File: src/sv/mmqg_pkg.sv
// Shared widths, request and register codes, reset values and types.
// No dependencies.
`default_nettype none

package mmqg_pkg;

    localparam int SUM_W      = 16;
    localparam int PER_W      = 21;
    localparam int Q_W        = 20;
    localparam int RATE_W     = 16;
    localparam int PAT_W      = 32;
    localparam int CYC_W      = 32;
    localparam int BASE_W     = 12;
    localparam int STEP_W     = 8;
    localparam int MAX_W      = 16;
    localparam int NUM_W      = 20;
    localparam int PROD_W     = 24;
    localparam int REQ_W      = 3;
    localparam int BTN_W      = 2;
    localparam int CFG_IDX_W  = 3;
    localparam int CFG_DATA_W = 32;
    localparam int DIV_CNT_W  = $clog2(NUM_W);

    localparam logic [REQ_W-1:0] REQ_MOVE_X = 3'd0;
    localparam logic [REQ_W-1:0] REQ_MOVE_Y = 3'd1;
    localparam logic [REQ_W-1:0] REQ_LEFT   = 3'd2;
    localparam logic [REQ_W-1:0] REQ_RIGHT  = 3'd3;
    localparam logic [REQ_W-1:0] REQ_SAMPLE = 3'd4;
    localparam logic [REQ_W-1:0] REQ_TICK   = 3'd5;

    localparam logic [CFG_IDX_W-1:0] CFG_FREQ_BASE    = 3'd0;
    localparam logic [CFG_IDX_W-1:0] CFG_FREQ_STEP    = 3'd1;
    localparam logic [CFG_IDX_W-1:0] CFG_FREQ_MAX     = 3'd2;
    localparam logic [CFG_IDX_W-1:0] CFG_NUMERATOR    = 3'd3;
    localparam logic [CFG_IDX_W-1:0] CFG_PATTERN_INIT = 3'd4;

    localparam logic [BASE_W-1:0] FREQ_BASE_RST = 12'd75;
    localparam logic [STEP_W-1:0] FREQ_STEP_RST = 8'd20;
    localparam logic [MAX_W-1:0]  FREQ_MAX_RST  = 16'd1500;
    localparam logic [NUM_W-1:0]  NUMERATOR_RST = 20'd1000000;
    localparam logic [PAT_W-1:0]  PATTERN_RST   = 32'h3333_3333;

    typedef struct packed {
        logic move;
        logic sample;
        logic tick;
        logic pat_load;
    } axis_ctrl_t;

endpackage

`default_nettype wire

File: src/sv/mmqg_if.sv
// Request and result channel interfaces (valid/ready plus payload).
// Depends on mmqg_pkg.
`default_nettype none

interface mmqg_req_if;
    logic                                valid;
    logic                                ready;
    logic [mmqg_pkg::REQ_W-1:0]          req_type;
    logic signed [mmqg_pkg::SUM_W-1:0]   delta;
    logic                                pressed;
    logic [mmqg_pkg::CYC_W-1:0]          cycle_count;

    modport source (output valid, output req_type, output delta, output pressed,
                    output cycle_count, input ready);
    modport sink   (input valid, input req_type, input delta, input pressed,
                    input cycle_count, output ready);
endinterface

interface mmqg_rsp_if;
    logic                                valid;
    logic                                ready;
    logic [mmqg_pkg::PAT_W-1:0]          x_pattern;
    logic [mmqg_pkg::PAT_W-1:0]          y_pattern;
    logic [mmqg_pkg::BTN_W-1:0]          buttons;
    logic signed [mmqg_pkg::PER_W-1:0]   x_period;
    logic signed [mmqg_pkg::PER_W-1:0]   y_period;

    modport source (output valid, output x_pattern, output y_pattern, output buttons,
                    output x_period, output y_period, input ready);
    modport sink   (input valid, input x_pattern, input y_pattern, input buttons,
                    input x_period, input y_period, output ready);
endinterface

`default_nettype wire

File: src/sv/mmqg_div.sv
// Restoring divider, one quotient bit per cycle through a shift register.
// Depends on mmqg_pkg.
`default_nettype none

module mmqg_div (
    input  logic                        clk,
    input  logic                        rst_n,
    input  logic                        start,
    input  logic [mmqg_pkg::NUM_W-1:0]  dividend,
    input  logic [mmqg_pkg::RATE_W-1:0] divisor,
    output logic                        done,
    output logic [mmqg_pkg::NUM_W-1:0]  quotient
);
    import mmqg_pkg::*;

    logic                 busy_reg, busy_next;
    logic                 done_reg, done_next;
    logic [DIV_CNT_W-1:0] cnt_reg, cnt_next;
    logic [RATE_W-1:0]    rem_reg, rem_next;
    logic [NUM_W-1:0]     quo_reg, quo_next;
    logic [RATE_W-1:0]    dvs_reg, dvs_next;
    logic [RATE_W:0]      shifted;
    logic [RATE_W:0]      trial;
    logic                 take;

    assign shifted = {rem_reg, quo_reg[NUM_W-1]};
    assign trial   = shifted - {1'b0, dvs_reg};
    assign take    = !trial[RATE_W];

    always_comb
    begin
        busy_next = busy_reg;
        done_next = 1'b0;
        cnt_next  = cnt_reg;
        rem_next  = rem_reg;
        quo_next  = quo_reg;
        dvs_next  = dvs_reg;
        if (start)
        begin
            busy_next = 1'b1;
            cnt_next  = DIV_CNT_W'(NUM_W - 1);
            rem_next  = '0;
            quo_next  = dividend;
            dvs_next  = divisor;
        end
        else if (busy_reg)
        begin
            rem_next = take ? trial[RATE_W-1:0] : shifted[RATE_W-1:0];
            quo_next = {quo_reg[NUM_W-2:0], take};
            cnt_next = cnt_reg - 1'b1;
            if (cnt_reg == '0)
            begin
                busy_next = 1'b0;
                done_next = 1'b1;
            end
        end
    end

    always_ff @(posedge clk or negedge rst_n)
    begin
        if (!rst_n)
        begin
            busy_reg <= 1'b0;
            done_reg <= 1'b0;
            cnt_reg  <= '0;
        end
        else
        begin
            busy_reg <= busy_next;
            done_reg <= done_next;
            cnt_reg  <= cnt_next;
        end
    end

    always_ff @(posedge clk)
    begin
        rem_reg <= rem_next;
        quo_reg <= quo_next;
        dvs_reg <= dvs_next;
    end

    assign done     = done_reg;
    assign quotient = quo_reg;

endmodule

`default_nettype wire

File: src/sv/mmqg_axis.sv
// One axis: motion sum, period, due cycle and rotating pattern.
// Depends on mmqg_pkg.
`default_nettype none

module mmqg_axis (
    input  logic                               clk,
    input  logic                               rst_n,
    input  mmqg_pkg::axis_ctrl_t               ctrl,
    input  logic signed [mmqg_pkg::SUM_W-1:0]  delta,
    input  logic [mmqg_pkg::CYC_W-1:0]         now,
    input  logic [mmqg_pkg::Q_W-1:0]           quotient,
    input  logic [mmqg_pkg::PAT_W-1:0]         pattern_init,
    output logic signed [mmqg_pkg::SUM_W-1:0]  sum,
    output logic signed [mmqg_pkg::PER_W-1:0]  per,
    output logic [mmqg_pkg::PAT_W-1:0]         pat
);
    import mmqg_pkg::*;

    logic [SUM_W-1:0] sum_reg, sum_next;
    logic [PER_W-1:0] per_reg, per_next;
    logic [CYC_W-1:0] due_reg, due_next;
    logic [PAT_W-1:0] pat_reg, pat_next;
    logic [SUM_W:0]   sum_add;
    logic [PER_W-1:0] per_mag;
    logic [PER_W-1:0] q_ext;
    logic             fire;

    assign sum_add = {delta[SUM_W-1], delta} + {sum_reg[SUM_W-1], sum_reg};
    assign per_mag = per_reg[PER_W-1] ? (~per_reg + 1'b1) : per_reg;
    assign q_ext   = {1'b0, quotient};
    assign fire    = (per_reg != '0) && (now >= due_reg);

    always_comb
    begin
        sum_next = sum_reg;
        per_next = per_reg;
        due_next = due_reg;
        pat_next = pat_reg;
        if (ctrl.move)
        begin
            if (sum_add[SUM_W] != sum_add[SUM_W-1])
                sum_next = sum_add[SUM_W] ? {1'b1, {(SUM_W-1){1'b0}}}
                                          : {1'b0, {(SUM_W-1){1'b1}}};
            else
                sum_next = sum_add[SUM_W-1:0];
        end
        if (ctrl.sample)
        begin
            sum_next = '0;
            if (sum_reg == '0)
            begin
                per_next = '0;
                due_next = '0;
            end
            else
            begin
                per_next = sum_reg[SUM_W-1] ? (~q_ext + 1'b1) : q_ext;
                due_next = now + {{(CYC_W-Q_W){1'b0}}, quotient};
            end
        end
        if (ctrl.tick && fire)
        begin
            // positive period rotates right, negative rotates left
            pat_next = per_reg[PER_W-1] ? {pat_reg[PAT_W-2:0], pat_reg[PAT_W-1]}
                                        : {pat_reg[0], pat_reg[PAT_W-1:1]};
            due_next = due_reg + {{(CYC_W-PER_W){1'b0}}, per_mag};
        end
        if (ctrl.pat_load)
            pat_next = pattern_init;
    end

    always_ff @(posedge clk or negedge rst_n)
    begin
        if (!rst_n)
        begin
            sum_reg <= '0;
            per_reg <= '0;
            due_reg <= '0;
            pat_reg <= PATTERN_RST;
        end
        else
        begin
            sum_reg <= sum_next;
            per_reg <= per_next;
            due_reg <= due_next;
            pat_reg <= pat_next;
        end
    end

    assign sum = sum_reg;
    assign per = per_reg;
    assign pat = pat_reg;

endmodule

`default_nettype wire

File: src/sv/mouse_motion_quadrature_generator_top.sv
// Mouse motion quadrature generator: one result word per request word, showing
// patterns, buttons and periods after the request. Move, button, tick and
// unused requests go from idle straight to the finish state. A sample computes
// each axis rate in the rate state and then runs the shared restoring divider,
// one quotient bit per cycle over 20 bits, for the x axis and then the y axis,
// and loads the result in the finish state once the output is free, then
// returns to idle. A new request is taken while the previous result still
// waits on the output. No clearing pass after reset.
// Depends on mmqg_pkg, mmqg_if, mmqg_div and mmqg_axis.
`default_nettype none

module mouse_motion_quadrature_generator_top (
    input  logic                                clk,
    input  logic                                rst_n,
    input  logic                                cfg_we,
    input  logic [mmqg_pkg::CFG_IDX_W-1:0]      cfg_index,
    input  logic [mmqg_pkg::CFG_DATA_W-1:0]     cfg_wdata,
    mmqg_req_if.sink                            req,
    mmqg_rsp_if.source                          rsp
);
    import mmqg_pkg::*;

    typedef enum logic [3:0] {
        S_IDLE   = 4'b0001,
        S_RATE   = 4'b0010,
        S_DIV    = 4'b0100,
        S_FINISH = 4'b1000
    } state_t;

    state_t            state_reg, state_next;
    logic              sel_reg, sel_next;
    logic [CYC_W-1:0]  now_reg, now_next;
    logic [BTN_W-1:0]  btn_reg, btn_next;
    logic              out_valid_reg, out_valid_next;
    logic [BASE_W-1:0] base_reg;
    logic [STEP_W-1:0] step_reg;
    logic [MAX_W-1:0]  max_reg;
    logic [NUM_W-1:0]  num_reg;

    logic [PAT_W-1:0]  out_xpat_reg, out_ypat_reg;
    logic [BTN_W-1:0]  out_btn_reg;
    logic [PER_W-1:0]  out_xper_reg, out_yper_reg;

    logic              accept;
    logic              load_out;
    logic              div_start;
    logic              div_done;
    logic [Q_W-1:0]    quotient;
    axis_ctrl_t        x_ctrl, y_ctrl;
    logic [CYC_W-1:0]  axis_now;
    logic signed [SUM_W-1:0] x_sum, y_sum;
    logic signed [PER_W-1:0] x_per, y_per;
    logic [PAT_W-1:0]  x_pat, y_pat;

    logic [SUM_W-1:0]  sel_sum;
    logic [SUM_W:0]    mag;
    logic [SUM_W:0]    mag_m1;
    logic [PROD_W-1:0] prod;
    logic [PROD_W-1:0] rate_raw;
    logic [RATE_W-1:0] rate_clamp;
    logic [RATE_W-1:0] divisor;
    logic              pat_load;

    assign accept    = req.valid && req.ready;
    assign req.ready = (state_reg == S_IDLE);
    assign load_out  = (state_reg == S_FINISH) && (!out_valid_reg || rsp.ready);
    assign div_start = (state_reg == S_RATE);
    assign pat_load  = cfg_we && (cfg_index == CFG_PATTERN_INIT);

    // rate = min((|sum| - 1) * step + base, max), zero taken as one
    assign sel_sum    = sel_reg ? y_sum : x_sum;
    assign mag        = sel_sum[SUM_W-1] ? (~{sel_sum[SUM_W-1], sel_sum} + 1'b1)
                                         : {1'b0, sel_sum};
    assign mag_m1     = mag - 1'b1;
    assign prod       = {{(PROD_W-SUM_W){1'b0}}, mag_m1[SUM_W-1:0]}
                      * {{(PROD_W-STEP_W){1'b0}}, step_reg};
    assign rate_raw   = prod + {{(PROD_W-BASE_W){1'b0}}, base_reg};
    assign rate_clamp = (rate_raw > {{(PROD_W-MAX_W){1'b0}}, max_reg})
                      ? max_reg : rate_raw[RATE_W-1:0];
    assign divisor    = (rate_clamp == '0) ? {{(RATE_W-1){1'b0}}, 1'b1} : rate_clamp;

    assign axis_now = (state_reg == S_IDLE) ? req.cycle_count : now_reg;

    always_comb
    begin
        x_ctrl.move     = accept && (req.req_type == REQ_MOVE_X);
        x_ctrl.tick     = accept && (req.req_type == REQ_TICK);
        x_ctrl.sample   = (state_reg == S_DIV) && div_done && !sel_reg;
        x_ctrl.pat_load = pat_load;
        y_ctrl.move     = accept && (req.req_type == REQ_MOVE_Y);
        y_ctrl.tick     = accept && (req.req_type == REQ_TICK);
        y_ctrl.sample   = (state_reg == S_DIV) && div_done && sel_reg;
        y_ctrl.pat_load = pat_load;
    end

    mmqg_div u_div (
        .clk      (clk),
        .rst_n    (rst_n),
        .start    (div_start),
        .dividend (num_reg),
        .divisor  (divisor),
        .done     (div_done),
        .quotient (quotient)
    );

    mmqg_axis u_axis_x (
        .clk          (clk),
        .rst_n        (rst_n),
        .ctrl         (x_ctrl),
        .delta        (req.delta),
        .now          (axis_now),
        .quotient     (quotient),
        .pattern_init (cfg_wdata[PAT_W-1:0]),
        .sum          (x_sum),
        .per          (x_per),
        .pat          (x_pat)
    );

    mmqg_axis u_axis_y (
        .clk          (clk),
        .rst_n        (rst_n),
        .ctrl         (y_ctrl),
        .delta        (req.delta),
        .now          (axis_now),
        .quotient     (quotient),
        .pattern_init (cfg_wdata[PAT_W-1:0]),
        .sum          (y_sum),
        .per          (y_per),
        .pat          (y_pat)
    );

    always_comb
    begin
        state_next     = state_reg;
        sel_next       = sel_reg;
        now_next       = now_reg;
        btn_next       = btn_reg;
        out_valid_next = out_valid_reg;
        if (out_valid_reg && rsp.ready)
            out_valid_next = 1'b0;
        case (state_reg)
            S_IDLE:
            begin
                if (accept)
                begin
                    now_next = req.cycle_count;
                    sel_next = 1'b0;
                    if (req.req_type == REQ_LEFT)
                        btn_next[1] = req.pressed;
                    if (req.req_type == REQ_RIGHT)
                        btn_next[0] = req.pressed;
                    state_next = (req.req_type == REQ_SAMPLE) ? S_RATE : S_FINISH;
                end
            end
            S_RATE:
            begin
                state_next = S_DIV;
            end
            S_DIV:
            begin
                if (div_done)
                begin
                    if (!sel_reg)
                    begin
                        sel_next   = 1'b1;
                        state_next = S_RATE;
                    end
                    else
                        state_next = S_FINISH;
                end
            end
            S_FINISH:
            begin
                if (load_out)
                begin
                    out_valid_next = 1'b1;
                    state_next     = S_IDLE;
                end
            end
            default:
            begin
                state_next = S_IDLE;
            end
        endcase
    end

    always_ff @(posedge clk or negedge rst_n)
    begin
        if (!rst_n)
        begin
            state_reg     <= S_IDLE;
            sel_reg       <= 1'b0;
            btn_reg       <= '0;
            out_valid_reg <= 1'b0;
            base_reg      <= FREQ_BASE_RST;
            step_reg      <= FREQ_STEP_RST;
            max_reg       <= FREQ_MAX_RST;
            num_reg       <= NUMERATOR_RST;
        end
        else
        begin
            state_reg     <= state_next;
            sel_reg       <= sel_next;
            btn_reg       <= btn_next;
            out_valid_reg <= out_valid_next;
            if (cfg_we)
            begin
                case (cfg_index)
                    CFG_FREQ_BASE:    base_reg <= cfg_wdata[BASE_W-1:0];
                    CFG_FREQ_STEP:    step_reg <= cfg_wdata[STEP_W-1:0];
                    CFG_FREQ_MAX:     max_reg  <= cfg_wdata[MAX_W-1:0];
                    CFG_NUMERATOR:    num_reg  <= cfg_wdata[NUM_W-1:0];
                    default:          ;
                endcase
            end
        end
    end

    always_ff @(posedge clk)
    begin
        now_reg <= now_next;
        if (load_out)
        begin
            out_xpat_reg <= x_pat;
            out_ypat_reg <= y_pat;
            out_btn_reg  <= btn_reg;
            out_xper_reg <= x_per;
            out_yper_reg <= y_per;
        end
    end

    assign rsp.valid     = out_valid_reg;
    assign rsp.x_pattern = out_xpat_reg;
    assign rsp.y_pattern = out_ypat_reg;
    assign rsp.buttons   = out_btn_reg;
    assign rsp.x_period  = out_xper_reg;
    assign rsp.y_period  = out_yper_reg;

endmodule

`default_nettype wire

File: src/flat_wrapper.sv
// flat-port wrapper written by rule: the top's interface ports become plain ports
module mouse_motion_quadrature_generator_top_flat import mmqg_pkg::*;
  (clk, rst_n, cfg_we, cfg_index, cfg_wdata, req_valid, req_req_type, req_delta, req_pressed, req_cycle_count, req_ready, rsp_valid, rsp_x_pattern, rsp_y_pattern, rsp_buttons, rsp_x_period, rsp_y_period, rsp_ready);
  mmqg_req_if req_i ();
  mmqg_rsp_if rsp_i ();
  input  logic clk;
  input  logic rst_n;
  input  logic cfg_we;
  input  logic [mmqg_pkg::CFG_IDX_W-1:0] cfg_index;
  input  logic [mmqg_pkg::CFG_DATA_W-1:0] cfg_wdata;
  input wire logic [$bits(req_i.valid)-1:0] req_valid;
  input wire logic [$bits(req_i.req_type)-1:0] req_req_type;
  input wire logic [$bits(req_i.delta)-1:0] req_delta;
  input wire logic [$bits(req_i.pressed)-1:0] req_pressed;
  input wire logic [$bits(req_i.cycle_count)-1:0] req_cycle_count;
  output wire logic [$bits(req_i.ready)-1:0] req_ready;
  output wire logic [$bits(rsp_i.valid)-1:0] rsp_valid;
  output wire logic [$bits(rsp_i.x_pattern)-1:0] rsp_x_pattern;
  output wire logic [$bits(rsp_i.y_pattern)-1:0] rsp_y_pattern;
  output wire logic [$bits(rsp_i.buttons)-1:0] rsp_buttons;
  output wire logic [$bits(rsp_i.x_period)-1:0] rsp_x_period;
  output wire logic [$bits(rsp_i.y_period)-1:0] rsp_y_period;
  input wire logic [$bits(rsp_i.ready)-1:0] rsp_ready;
  assign req_i.valid = req_valid;
  assign req_i.req_type = req_req_type;
  assign req_i.delta = req_delta;
  assign req_i.pressed = req_pressed;
  assign req_i.cycle_count = req_cycle_count;
  assign req_ready = req_i.ready;
  assign rsp_valid = rsp_i.valid;
  assign rsp_x_pattern = rsp_i.x_pattern;
  assign rsp_y_pattern = rsp_i.y_pattern;
  assign rsp_buttons = rsp_i.buttons;
  assign rsp_x_period = rsp_i.x_period;
  assign rsp_y_period = rsp_i.y_period;
  assign rsp_i.ready = rsp_ready;
  mouse_motion_quadrature_generator_top u_core (.clk(clk), .rst_n(rst_n), .cfg_we(cfg_we), .cfg_index(cfg_index), .cfg_wdata(cfg_wdata), .req(req_i), .rsp(rsp_i));
endmodule
File: config.mk
export PLATFORM = sky130hd
export DESIGN_NAME = mouse_motion_quadrature_generator_top_flat
export DESIGN_NICKNAME = d
export VERILOG_FILES = /design/src/sv/mmqg_pkg.sv /design/src/sv/mmqg_if.sv /design/src/sv/mmqg_div.sv /design/src/sv/mmqg_axis.sv /design/src/sv/mouse_motion_quadrature_generator_top.sv /design/src/flat_wrapper.sv
export SDC_FILE = /design/constraint.sdc
export NUM_CORES = 2
export LEC_CHECK = 0
export ABC_AREA = 1
export BUFFER_PORTS_ARGS = -buffer_cell sky130_fd_sc_hd__buf_4
export CORE_MARGIN = 5
export CORE_UTILIZATION = 45
export DETAILED_ROUTE_END_ITERATION = 8
export REMOVE_ABC_BUFFERS = 1
export SLEW_MARGIN = 20
export SYNTH_ARGS = -nofsm -noshare
export SYNTH_HDL_FRONTEND = slang
export SYNTH_SLANG_ARGS = --single-unit
File: constraint.sdc
create_clock -name clk -period 7.5 [get_ports clk]
set_input_delay 0.75 -clock clk [delete_from_list [all_inputs] [get_ports clk]]
set_output_delay 0.75 -clock clk [all_outputs]
set_load 0.02 [all_outputs]
==> qor.csv <==
stage;metric;value;unit
sta;fin_skew;0.0332;ns
floorplanning;chipWidth;286;um
floorplanning;fp.dieH;286;um
global_routing;antenna_found_initial;0;
logic_synthesis;yosys.area.top_type_share;16.1;%
layout;stdcell_count;5756;
clock_network;tritoncts;done;
global_routing;track_usage;26.0;%
floorplanning;start_util;45.2;%
global_routing;grt_max_degree;147;
drt;dr.pass1.iters;6;
sta;hold_violations;0;
worst_hold_path;hold_path.class;in2async;
sta;fin_crit;7.41;ns
setup_path;worst_setup_path_start_kind;flip-flop;
sta;max_freq;0.135;GHz
setup_path;crit_required;8.00;ns
setup_path;slowest_stage;fa_1;
logic_synthesis;muxShareOfSynthArea;0.132;%
logic_synthesis;syn_avg_cell_area;7.80;um2
layout;layout_commonest_cell;nand2_1;
setup_path;crit_buf_inv;13;
logic_synthesis;synthTopCellsByArea;dfrtp_1 16%, edfxtp_1 15%, nand2_1 11%;
placement;port_buffers;201;
sta;fin_crit_sh;98.8;%
setup_path;cp_max_fo;7;
floorplanning;core-area;75700;um2
logic_synthesis;synthDistinctLibCells;60;
drt;via_count;30800;
clock_network;cts_buffer_depth;3;
placement;dp_hpwl;83.9;mm
setup_path;crit_arrival;7.90;ns
clock_network;htree_num_levels;2;
logic_synthesis;synth_flop_cell;dfrtp_1;
placement;place.gp.congestion;0.951;
clock_network;ctsHoldBuffers;0;
logic_synthesis;postSynth.asyncResetShare;58.7;%
logic_synthesis;synthXorXnorAreaFrac;5.21;%
job;cap_violations;0;
floorplanning;io_pins;202;
floorplanning;fp-row-count;101;
drt;avgViaCountPerCell;5.35;
drt;ant_nets;0;
sta;worst_pin_slew;1.04;ns
global_routing;first_global_vias;29800;
setup_path;r2r_start;u_core.sel_reg;
logic_synthesis;synth_edf_count;176;
setup_path;worst_setup_path_end_kind;flip-flop;
drt;routed_wl;109;mm
sta;hold_slack;0.0974;ns
clock_network;worstSkewPairLatency;0.63;ns
clock_network;cts-buffers-inserted;53;
layout;fin_nets;5173;
sta;setup_viol_count_final;0;
logic_synthesis;synth-seq-area-share;36.5;%
global_routing;grt_overflow_total;0;
setup_path;crit_family;adder cells;
drt;drt_iter0_drc;2262;
global_routing;grt_first_pass_wirelength;169;mm
logic_synthesis;synth_top_area_cell;dfrtp_1;
logic_synthesis;synthCells;4389;
layout;num_antenna_cells;0;
layout;final_cell_mix;985 x nand2_1, 615 x inv_1, 401 x o21ai_0;
setup_path;r2r.worst_path.cells;48;
setup_path;rrSetupSlack;0.09;ns
layout;drive_above_1_share;16.1;%
layout;n_fill_cell;7222;
drt;drc;0;
setup_path;path_class;reg2reg;
status;run_status;finished, final reports clean;
logic_synthesis;yosys.area_share.simple;20.9;%
setup_path;reg2reg_to;u_core.u_div.dvs_reg[0];
layout;final_util;54.0;%
setup_path;cpMostUsedCell;nand2_1;
logic_synthesis;synth_top_family_by_area;simple AND/OR/NAND/NOR gates;
clock_network;root_buffer;clkbuf_16;
setup_path;cpPeakStageDelay;0.53;ns
logic_synthesis;synth_compound_area_share;13.7;%
floorplanning;dieArea;81700;um2
clock_network;cts.reportedPaths.clkPinSlew;0.06;ns
logic_synthesis;synthAdderAreaFrac;14.9;%
sta;slew_headroom;30.2;%
logic_synthesis;yosys_warnings;0;
clock_network;cts_sinks;465;
placement;place_inst;5618;
logic_synthesis;ys_ff_latch;465;
layout;area_growth;19.4;%
drt;wl_per_cell;18.9;um
logic_synthesis;netlist_area;34200;um2
sta;final_max_slew_viol_count;0;
sta;rsz0062_at_grt;true;
through the flow:
| stage | cell area, um2 | TNS [ns] | setup slack [ns] |
|---|---|---|---|
| detailed placement | 37800 | -1.47 | -0.243 |
| finish | 40900 | 0 | 0.0935 |
| global placement | 37800 | -0.0859 | -0.0859 |
| floorplan | 33800 | -1.99 | -0.432 |
| CTS | 39900 | 0 | 0.000433 |
| global route | 40900 | -3.02 | -0.374 |
cells in the mapped netlist, types with 8 or more instances:
master    count
nand2_1    1035
inv_1       643
nor2_1      421
o21ai_0     404
ha_1        245
dfrtp_1     220
a21oi_1     194
edfxtp_1    176
nand3_1     161
xor2_1      130
clkbuf_1    108
fa_1        102
o211ai_1     68
xnor2_1      57
a31oi_1      54
dfstp_2      53
nand4_1      48
nor3_1       48
o22ai_1      36
dfxtp_1      16
nor4_1       16
o221ai_1     14
a21o_1       11
inv_2         9
or2_2         9
a211oi_1      8
nand3b_1      8
o21ai_2       8
how the worst max path moves through the flow:
stage | start | endpoint | slack, ns | cells after the start
2_1_floorplan | u_core.sel_reg | u_core.u_div.dvs_reg[0] | -0.43 | 43
3_3_place_gp | u_core.sel_reg | u_core.u_div.dvs_reg[0] | -0.09 | 44
3_5_place_dp | u_core.sel_reg | u_core.u_div.dvs_reg[0] | -0.24 | 43
4_1_cts | u_core.sel_reg | u_core.u_div.dvs_reg[0] | 0.0004 | 45
5_1_grt | u_core.sel_reg | u_core.u_div.dvs_reg[0] | -0.37 | 48
6_report | u_core.sel_reg | u_core.u_div.dvs_reg[0] | 0.09 | 48
cell families after synthesis:
kind of cell    after synthesis
flops                       465
mux                           4
simple gates               1766
buf+inv                     777
xor+xnor                    196
compound gates              834
fa+ha+maj                   347
worst register-to-register path, delay by kind of cell, from the launching register on:
| family | cells | cell delay (ns) |
|---|---|---|
| adders and majority gates | 6 | 2.50 |
| AOI/OAI and AO/OA | 3 | 0.50 |
| DFF | 1 | 0.50 |
| and+or+nand+nor | 24 | 2.28 |
| xor gates and xnor gates | 2 | 0.27 |
| buffers and inverters | 13 | 1.25 |
metal layers:
layer  global-route usage (%)  vias up  wire (um)
met5                        0        -          0
met2                     43.7      803      51800
met3                     3.39      149       5560
met4                     6.54        0       2990
li1                         -    15100          -
met1                     35.7    14800      48500
cell type report:
cell class                      count  area, um2  share of cell area [%]
Inverter                          657       2470                    6.04
Clock inverter                     37        512                    1.25
Sequential cell                   465      12500                    30.6
Tap cell                          978       1220                    2.99
Timing Repair Buffer              410       3170                    7.75
Clock buffer                       62       1420                    3.48
Multi-Input combinational cell   3147      19600                    47.9
timing repair:
action,4_1_cts,5_1_grt
buffers inserted,6,32
gates cloned,0,1
endpoints found under the setup margin,14,16
gates resized for setup,12,200
pin swaps,9,130
Power is left out: the tool's default activity adds up to more than one toggle a clock period on the data nets, which glitch-free logic cannot reach.
